`src/design/plo_pkg.sv`:
```
// Package for the positional ordered list: sizes, request and status codes,
// and the per-cell operation code. No dependencies.
package plo_pkg;

    // Number of cells in the chain.
    localparam int CAPACITY = 16;

    // Width of the stored values.
    localparam int VAL_W = 32;

    // Widths of the narrow fields of a transaction.
    localparam int REQ_W = 2;
    localparam int POS_W = 5;
    localparam int IDX_OUT_W = 5;
    localparam int STAT_W = 2;

    // Counter width: it must hold CAPACITY itself.
    localparam int CNT_W = $clog2(CAPACITY + 1);

    // Common width for comparing positions against the count.
    localparam int CMP_W = ((CNT_W > POS_W) ? CNT_W : POS_W) + 1;

    // A dump streams at most this many values.
    localparam int MAX_DUMP = 16;

    // Cells that a dump can reach, and the index width over them.
    localparam int DUMP_CELLS = (CAPACITY < MAX_DUMP) ? CAPACITY : MAX_DUMP;
    localparam int DUMP_IW = (DUMP_CELLS > 1) ? $clog2(DUMP_CELLS) : 1;

    // Request kinds.
    typedef enum logic [REQ_W-1:0] {
        REQ_APPEND = 2'd0,
        REQ_INSERT = 2'd1,
        REQ_DELETE = 2'd2,
        REQ_DUMP   = 2'd3
    } t_req;

    // Result status codes.
    typedef enum logic [STAT_W-1:0] {
        ST_OK        = 2'd0,
        ST_BAD_POS   = 2'd1,
        ST_EMPTY     = 2'd2,
        ST_FULL      = 2'd3
    } t_status;

    // What one cell does on a clock edge.
    typedef enum logic [1:0] {
        CELL_HOLD       = 2'd0,
        CELL_LOAD       = 2'd1,
        CELL_FROM_LEFT  = 2'd2,
        CELL_FROM_RIGHT = 2'd3
    } t_cell_op;

endpackage

```
`src/design/plo_if.sv`:
```
// Channel interfaces for the positional ordered list: request and response.
// Depends on plo_pkg for the field widths.
interface plo_in_if;
    logic                              valid;
    logic                              ready;
    logic [plo_pkg::REQ_W-1:0]         req_type;
    logic signed [plo_pkg::VAL_W-1:0]  item_value;
    logic [plo_pkg::POS_W-1:0]         position;

    modport source (output valid, req_type, item_value, position, input ready);
    modport sink   (input valid, req_type, item_value, position, output ready);
endinterface

interface plo_out_if;
    logic                              valid;
    logic                              ready;
    logic [plo_pkg::STAT_W-1:0]        status;
    logic signed [plo_pkg::VAL_W-1:0]  out_value;
    logic [plo_pkg::IDX_OUT_W-1:0]     out_index;
    logic [plo_pkg::IDX_OUT_W-1:0]     entry_count;
    logic                              last;

    modport source (output valid, status, out_value, out_index, entry_count, last,
                    input ready);
    modport sink   (input valid, status, out_value, out_index, entry_count, last,
                    output ready);
endinterface

```
`src/design/plo_cell.sv`:
```
// One storage cell of the list chain: holds one value and can take a new
// value or its left or right neighbor's value. Depends on plo_pkg.
module plo_cell (
    input  logic                              i_clk,
    input  plo_pkg::t_cell_op                 i_op,
    input  logic signed [plo_pkg::VAL_W-1:0]  i_new_value,
    input  logic signed [plo_pkg::VAL_W-1:0]  i_left_value,
    input  logic signed [plo_pkg::VAL_W-1:0]  i_right_value,
    output logic signed [plo_pkg::VAL_W-1:0]  o_value
);

    logic signed [plo_pkg::VAL_W-1:0] r_value;
    logic signed [plo_pkg::VAL_W-1:0] n_value;

    // Select the next stored value from the operation.
    always_comb begin
        case (i_op)
            plo_pkg::CELL_LOAD:       n_value = i_new_value;
            plo_pkg::CELL_FROM_LEFT:  n_value = i_left_value;
            plo_pkg::CELL_FROM_RIGHT: n_value = i_right_value;
            default:                  n_value = r_value;
        endcase
    end

    // The value is payload and needs no reset.
    always_ff @(posedge i_clk) begin
        r_value <= n_value;
    end

    assign o_value = r_value;

endmodule

```
`src/design/positional_ordered_list_top.sv`:
```
// Top level of the positional ordered list: the chain of cells, the count,
// the request decode, the dump sequencer and the response register.
// Depends on plo_pkg, plo_if and plo_cell.

// Positional ordered list. Holds up to CAPACITY signed 32-bit values in a
// row of cells that shift toward each other, so append, insert and delete
// each take one transaction in and one response out. A dump of n stored
// values (at most 16) gives n responses, one per cycle while the response
// side takes them, read out of the first cells through one output register;
// while it runs, no request is accepted. A response waits in the output
// register while the next request is accepted as soon as that register is
// taken or empty. Bad positions, a full list and an empty list give a status
// code and leave the list as it was. The values of cells above the count
// never reach a response.
module positional_ordered_list_top (
    input  logic      i_clk,
    input  logic      i_rst_n,
    plo_in_if.sink    i_req,
    plo_out_if.source o_rsp
);

    localparam int CAP = plo_pkg::CAPACITY;
    localparam int CW  = plo_pkg::CMP_W;

    // Control and response registers.
    logic [plo_pkg::CNT_W-1:0]        r_count, n_count;
    logic                             r_dumping, n_dumping;
    logic [plo_pkg::DUMP_IW-1:0]      r_dump_idx, n_dump_idx;
    logic                             r_out_valid, n_out_valid;
    plo_pkg::t_status                 r_status, n_status;
    logic signed [plo_pkg::VAL_W-1:0] r_value, n_value;
    logic [plo_pkg::IDX_OUT_W-1:0]    r_index, n_index;
    logic [plo_pkg::IDX_OUT_W-1:0]    r_entry, n_entry;
    logic                             r_last, n_last;

    // Chain wiring.
    plo_pkg::t_cell_op                w_ops   [CAP];
    logic signed [plo_pkg::VAL_W-1:0] w_cells [CAP];
    logic signed [plo_pkg::VAL_W-1:0] w_dump_cells [plo_pkg::DUMP_CELLS];

    logic          w_accept;
    logic          w_slot_free;
    logic [CW-1:0] w_pos;
    logic [CW-1:0] w_pos_m1;
    logic [CW-1:0] w_cnt;
    logic [CW-1:0] w_dump_n;
    logic          w_full;
    logic          w_empty;
    logic          w_ins_bad;
    logic          w_del_bad;
    logic [CW-1:0] w_next_idx;

    // Handshake: the output register is free when empty or being taken.
    assign w_slot_free = !r_out_valid || o_rsp.ready;
    assign i_req.ready = !r_dumping && w_slot_free;
    assign w_accept    = i_req.valid && i_req.ready;

    // Position checks in a common width.
    assign w_pos     = CW'(i_req.position);
    assign w_pos_m1  = w_pos - CW'(1);
    assign w_cnt     = CW'(r_count);
    assign w_full    = (w_cnt == CW'(CAP));
    assign w_empty   = (r_count == '0);
    assign w_ins_bad = (w_pos == '0) || (w_pos > w_cnt + CW'(1));
    assign w_del_bad = (w_pos == '0) || (w_pos > w_cnt);
    assign w_dump_n  = (w_cnt > CW'(plo_pkg::MAX_DUMP)) ? CW'(plo_pkg::MAX_DUMP) : w_cnt;
    assign w_next_idx = CW'(r_dump_idx) + CW'(1);

    // Per-cell operation, decided from each cell's own index.
    always_comb begin
        for (int i = 0; i < CAP; i++) begin
            w_ops[i] = plo_pkg::CELL_HOLD;
            if (w_accept) begin
                case (plo_pkg::t_req'(i_req.req_type))
                    plo_pkg::REQ_APPEND: begin
                        if (!w_full && CW'(i) == w_cnt) begin
                            w_ops[i] = plo_pkg::CELL_LOAD;
                        end
                    end
                    plo_pkg::REQ_INSERT: begin
                        if (!w_ins_bad && !w_full) begin
                            if (CW'(i) == w_pos_m1) begin
                                w_ops[i] = plo_pkg::CELL_LOAD;
                            end else if (CW'(i) > w_pos_m1) begin
                                w_ops[i] = plo_pkg::CELL_FROM_LEFT;
                            end
                        end
                    end
                    plo_pkg::REQ_DELETE: begin
                        if (!w_empty && !w_del_bad && CW'(i) >= w_pos_m1) begin
                            w_ops[i] = plo_pkg::CELL_FROM_RIGHT;
                        end
                    end
                    default: begin
                        w_ops[i] = plo_pkg::CELL_HOLD;
                    end
                endcase
            end
        end
    end

    // The chain of cells; the ends see the new value and their own value.
    for (genvar g = 0; g < CAP; g++) begin : g_cell
        plo_cell u_cell (
            .i_clk         (i_clk),
            .i_op          (w_ops[g]),
            .i_new_value   (i_req.item_value),
            .i_left_value  ((g == 0) ? i_req.item_value : w_cells[(g == 0) ? 0 : g - 1]),
            .i_right_value ((g == CAP - 1) ? w_cells[g] : w_cells[(g == CAP - 1) ? g : g + 1]),
            .o_value       (w_cells[g])
        );
    end

    // Only the first cells can be dumped.
    for (genvar d = 0; d < plo_pkg::DUMP_CELLS; d++) begin : g_dump
        assign w_dump_cells[d] = w_cells[d];
    end

    // Request decode, dump sequencing and response loading.
    always_comb begin
        n_count     = r_count;
        n_dumping   = r_dumping;
        n_dump_idx  = r_dump_idx;
        n_out_valid = r_out_valid;
        n_status    = r_status;
        n_value     = r_value;
        n_index     = r_index;
        n_entry     = r_entry;
        n_last      = r_last;

        if (w_accept) begin
            n_out_valid = 1'b1;
            n_status    = plo_pkg::ST_OK;
            n_value     = '0;
            n_index     = '0;
            n_last      = 1'b1;
            case (plo_pkg::t_req'(i_req.req_type))
                plo_pkg::REQ_APPEND: begin
                    if (w_full) begin
                        n_status = plo_pkg::ST_FULL;
                    end else begin
                        n_count = r_count + plo_pkg::CNT_W'(1);
                    end
                end
                plo_pkg::REQ_INSERT: begin
                    if (w_ins_bad) begin
                        n_status = plo_pkg::ST_BAD_POS;
                    end else if (w_full) begin
                        n_status = plo_pkg::ST_FULL;
                    end else begin
                        n_count = r_count + plo_pkg::CNT_W'(1);
                    end
                end
                plo_pkg::REQ_DELETE: begin
                    if (w_empty) begin
                        n_status = plo_pkg::ST_EMPTY;
                    end else if (w_del_bad) begin
                        n_status = plo_pkg::ST_BAD_POS;
                    end else begin
                        n_count = r_count - plo_pkg::CNT_W'(1);
                    end
                end
                default: begin
                    // Dump: the first value goes out now, the rest follow.
                    if (w_empty) begin
                        n_status = plo_pkg::ST_EMPTY;
                    end else begin
                        n_value    = w_dump_cells[0];
                        n_index    = plo_pkg::IDX_OUT_W'(1);
                        n_last     = (w_dump_n == CW'(1));
                        n_dumping  = (w_dump_n != CW'(1));
                        n_dump_idx = plo_pkg::DUMP_IW'(1);
                    end
                end
            endcase
            n_entry = plo_pkg::IDX_OUT_W'(n_count);
        end else if (r_dumping && w_slot_free) begin
            // Stream the next dumped value.
            n_out_valid = 1'b1;
            n_status    = plo_pkg::ST_OK;
            n_value     = w_dump_cells[r_dump_idx];
            n_index     = plo_pkg::IDX_OUT_W'(w_next_idx);
            n_entry     = plo_pkg::IDX_OUT_W'(r_count);
            n_last      = (w_next_idx == w_dump_n);
            if (w_next_idx == w_dump_n) begin
                n_dumping = 1'b0;
            end else begin
                n_dump_idx = r_dump_idx + plo_pkg::DUMP_IW'(1);
            end
        end else if (o_rsp.ready) begin
            n_out_valid = 1'b0;
        end
    end

    // Control state is reset; the response payload is not.
    always_ff @(posedge i_clk) begin
        if (!i_rst_n) begin
            r_count     <= '0;
            r_dumping   <= 1'b0;
            r_dump_idx  <= '0;
            r_out_valid <= 1'b0;
        end else begin
            r_count     <= n_count;
            r_dumping   <= n_dumping;
            r_dump_idx  <= n_dump_idx;
            r_out_valid <= n_out_valid;
        end
    end

    always_ff @(posedge i_clk) begin
        r_status <= n_status;
        r_value  <= n_value;
        r_index  <= n_index;
        r_entry  <= n_entry;
        r_last   <= n_last;
    end

    // Response channel.
    assign o_rsp.valid       = r_out_valid;
    assign o_rsp.status      = r_status;
    assign o_rsp.out_value   = r_value;
    assign o_rsp.out_index   = r_index;
    assign o_rsp.entry_count = r_entry;
    assign o_rsp.last        = r_last;

endmodule

```
`src/flat_wrapper.sv`:
```
// flat-port wrapper written by rule: the top's interface ports become plain ports
module positional_ordered_list_top_flat 
  (i_clk, i_rst_n, i_req_valid, i_req_req_type, i_req_item_value, i_req_position, i_req_ready, o_rsp_valid, o_rsp_status, o_rsp_out_value, o_rsp_out_index, o_rsp_entry_count, o_rsp_last, o_rsp_ready);
  plo_in_if i_req_i ();
  plo_out_if o_rsp_i ();
  input  logic i_clk;
  input  logic i_rst_n;
  input wire logic [$bits(i_req_i.valid)-1:0] i_req_valid;
  input wire logic [$bits(i_req_i.req_type)-1:0] i_req_req_type;
  input wire logic [$bits(i_req_i.item_value)-1:0] i_req_item_value;
  input wire logic [$bits(i_req_i.position)-1:0] i_req_position;
  output wire logic [$bits(i_req_i.ready)-1:0] i_req_ready;
  output wire logic [$bits(o_rsp_i.valid)-1:0] o_rsp_valid;
  output wire logic [$bits(o_rsp_i.status)-1:0] o_rsp_status;
  output wire logic [$bits(o_rsp_i.out_value)-1:0] o_rsp_out_value;
  output wire logic [$bits(o_rsp_i.out_index)-1:0] o_rsp_out_index;
  output wire logic [$bits(o_rsp_i.entry_count)-1:0] o_rsp_entry_count;
  output wire logic [$bits(o_rsp_i.last)-1:0] o_rsp_last;
  input wire logic [$bits(o_rsp_i.ready)-1:0] o_rsp_ready;
  assign i_req_i.valid = i_req_valid;
  assign i_req_i.req_type = i_req_req_type;
  assign i_req_i.item_value = i_req_item_value;
  assign i_req_i.position = i_req_position;
  assign i_req_ready = i_req_i.ready;
  assign o_rsp_valid = o_rsp_i.valid;
  assign o_rsp_status = o_rsp_i.status;
  assign o_rsp_out_value = o_rsp_i.out_value;
  assign o_rsp_out_index = o_rsp_i.out_index;
  assign o_rsp_entry_count = o_rsp_i.entry_count;
  assign o_rsp_last = o_rsp_i.last;
  assign o_rsp_i.ready = o_rsp_ready;
  positional_ordered_list_top u_core (.i_clk(i_clk), .i_rst_n(i_rst_n), .i_req(i_req_i), .o_rsp(o_rsp_i));
endmodule
```
`config.mk`:
```
export PLATFORM = sky130hd
export DESIGN_NAME = positional_ordered_list_top_flat
export DESIGN_NICKNAME = d
export VERILOG_FILES = /design/src/design/plo_pkg.sv /design/src/design/plo_if.sv /design/src/design/plo_cell.sv /design/src/design/positional_ordered_list_top.sv /design/src/flat_wrapper.sv
export SDC_FILE = /design/constraint.sdc
export NUM_CORES = 1
export LEC_CHECK = 0
export ABC_AREA = 1
export BUFFER_PORTS_ARGS = -buffer_cell sky130_fd_sc_hd__buf_2
export CELL_PAD_IN_SITES_DETAIL_PLACEMENT = 1
export CELL_PAD_IN_SITES_GLOBAL_PLACEMENT = 1
export CORE_MARGIN = 2
export CORE_UTILIZATION = 44
export DETAILED_ROUTE_END_ITERATION = 16
export GPL_TIMING_DRIVEN = 0
export PLACE_DENSITY_LB_ADDON = 0.1
export SYNTH_ARGS = -nofsm -noshare
export SYNTH_HDL_FRONTEND = slang
export SYNTH_HIERARCHICAL = 1
export SYNTH_SLANG_ARGS = --single-unit
```
`constraint.sdc`:
```
create_clock -name i_clk -period 3.9 [get_ports i_clk]
set_input_delay 0.975 -clock i_clk [delete_from_list [all_inputs] [get_ports i_clk]]
set_output_delay 0.975 -clock i_clk [all_outputs]
set_load 0.02 [all_outputs]
```
==> metrics <==
Die W=between 200 and 300 um; peak supply drop=0.000338 V; Setup WS post-layout=91.1 ps; status=finished clean; Syn Area/Cell=8.21 um^2; CTS buffer count=71; MaxCap Viol Count=0; most frequent cells in the layout=1,635 x nand3_1, 739 x nand2_1, 557 x edfxtp_1; Hold Path Stages=2; Fin Clk Skew=34.5 ps; family with the most delay on the worst path=buffers and inverters; footprint of the multi-input gates=0.0162 mm^2; Max Fclk=between 200 and 300 MHz; Slowest cell on crit path=dfxtp_4; row cnt=104; worst slew pin tran=1320 ps; total area of sequential cells=0.0170 mm^2; ratio of final minimum period to clock period=97.7%; Primary FF master, synth=edfxtp_1; fin area=slightly above 0.04 mm^2; Routability Congestion=0.929; initial DRC count=~4,700; asr flop ratio synth=0%; Routed WL per cell=27.5 um; crit path DAT=4180 ps; final core occ=50.4%; Data required, critical path=4270 ps; Bufs and invs on worst path=6; FILL cells=roughly 9,800; P&R area growth vs syn=13.3%; H-tree levels=3; cells after synthesis=4,367; initial antenna violation count=2; Die Area=between 0.08 and 0.09 mm^2; Initial Util=44.5%; Net count, final=4,616; most common cell after layout, fill and taps aside=nand3_1; worst skew pair latency=650 ps; Worst slew margin=about an eighth; RSZ-0062 raised after global routing=false; minimum clock period=3810 ps; pin count of the biggest net entering global routing=39; Startpoint Class=register; CP Capture Type=register; Cell Pwr Density=371 mW/mm^2; GR Util All Layers=36.4%; Final TNS setup=0 ps; Buffers on Ports=about 90; CP max stage delay=~420 ps; layout cells sized above 1=13.3%; YS warnings=6; Die H=289 um; CTS Sinks=568; IO Pins=90; # DRC=0; vias per cell=6.40; Final Hold Fails=0; hold_buf cts=0; mapped cell area=0.0359 mm^2; first-pass GRT wire length=between 200 and 250 mm; DRT Pass-1 Iters=5; Final Max Tran Viols=0; number of cells on the critical path=18; Final setup viols=0; EDFF count, synth=557; hold slack=569 ps; syn_nets=4,431; CTS tree=yes; Clock Tree Buf Depth=3; Reg clk slew, reported paths=60 ps; Unique masters post-synth=39; placed cell area=0.0377 mm^2; Seq/Total Area, Yosys=47.3%; crit path cell chain=ha_2 -> inv_1 -> nor2_1 -> ha_1 -> ha_1 -> nand3_1 -> o21ai_2 -> inv_2 -> nand2_2 -> nand3_4 -> inv_4 -> nand4_1 -> a21oi_4 -> clkinvlp_4 -> buf_4 -> buf_2 -> nand2_1 -> nand3_1; Vias=36,304; Core ar.=0.0805 mm^2; hpwl dp=roughly 120 mm; critical path fanouts, max=10; R2R cell count=18; Static Leak=0.0154 uW; pre-CTS WS=-1740 ps; clock root cell=clkbuf_16; antenna viol nets, final=0; drt total wl=around 160 mm; vias in the first global route=36,732; worst hold path class=reg -> reg; CP Class=reg -> reg; synthesis-stage register bit count=568; grt ovf=0
flip-flops by register name, summed over array words and instances, names as in the netlist, 2 cells and up:
register and flops:
u_core/r_dump_idx 4, u_core/o_rsp.out_value 32, u_core/o_rsp.entry_count 5, u_core/r_count 5
u_core/g_cell.u_cell/o_value 512, u_core/o_rsp.out_index 5, u_core/o_rsp.status 2
per-layer routing:
metal | wire [um] | GRT usage, % | vias to the layer above
met5 | 0 | 0 | -
met3 | 13300 | 5.06 | 294
met2 | 70500 | 57.4 | 1737
li1 | - | - | 16042
met1 | 64700 | 49.8 | 18231
met4 | 7550 | 16.8 | 0
synthesized netlist by cell type (all sizes together) (3+ instances only):
library cell     n  share of area (%)
nor2           310                3.4
nor3             5              0.070
o221ai          32               0.78
o22ai           65                1.1
dfxtp           11               0.61
o211ai          33               0.69
edfxtp         557                 47
nand2          763                8.1
inv            142                1.6
nand3         1637                 23
xnor2            3              0.073
o21ai          308                4.3
or2              3              0.052
buf            310                6.7
a31oi            5              0.087
clkbuf          77               0.81
xor2             5               0.12
nand4            9               0.17
a21oi           67               0.94
ha              21               0.73
stage by stage:
step           instances  power [uW]
2_1_floorplan       4367        7940
3_3_place_gp        5516        8550
3_5_place_dp        5520        8610
4_1_cts             5651       15100
5_1_grt             5668       15400
6_report            5669       15000
logic make-up (layout without fill, tap and decap cells):
group,after synthesis,count (layout),share of synthesized area [%]
other,0,1,0
AO/OA/AOI/OAI,510,510,7.95
adder cells (fa/ha/maj),21,21,0.733
buffers and inverters,530,759,9.09
flip-flops,568,568,47.3
AND/OR/NAND/NOR,2730,2742,34.8
XOR/XNOR,8,8,0.195
layout make-up:
cell class                      instances  area share, %
Sequential cell                       568           41.8
Buffer                                386           6.63
Clock inverter                         40          0.918
Inverter                              143           1.45
Multi-Input combinational cell       3281           39.9
Clock buffer                           89           4.57
Timing Repair Buffer                  101           1.49
Tap cell                             1060           3.27
Antenna cell                            1        0.00616
tightest hold or removal path, cell delays in order (launching register included):
cell and delay [ps]:
dfxtp_1 340, a21oi_1 120, nor2_1 60
where the power goes:
| part | switching (uW) | total, uW | internal [uW] |
|---|---|---|---|
| logic | 1160 | 1610 | 451 |
| clock network | 2880 | 6500 | 3620 |
| registers | 80.4 | 6940 | 6860 |
worst paths after layout:
kind | from | endpoint | slack [ps]
worst max-delay path | u_core/r_count[0]$_SDFFE_PN0P_ | u_core/g_cell[1].u_cell/o_value[30]$_DFFE_PP_ | 90
worst min-delay path | u_core/r_dumping$_SDFFE_PN0P_ | u_core/r_dumping$_SDFFE_PN0P_ | 570
worst max register to register | u_core/r_count[0]$_SDFFE_PN0P_ | u_core/g_cell[1].u_cell/o_value[30]$_DFFE_PP_ | 90
worst min register to register | u_core/r_dumping$_SDFFE_PN0P_ | u_core/r_dumping$_SDFFE_PN0P_ | 570
repair_timing:
item / CTS / global route
resized for setup: 65 / 37
endpoints found under the setup margin: 876 / 535
setup buffers: 0 / 8
pin swaps: 3 / 13
endpoints found under the hold margin: 0 / 0
cloned: 2 / 10
(Power assumes the default switching activity.)
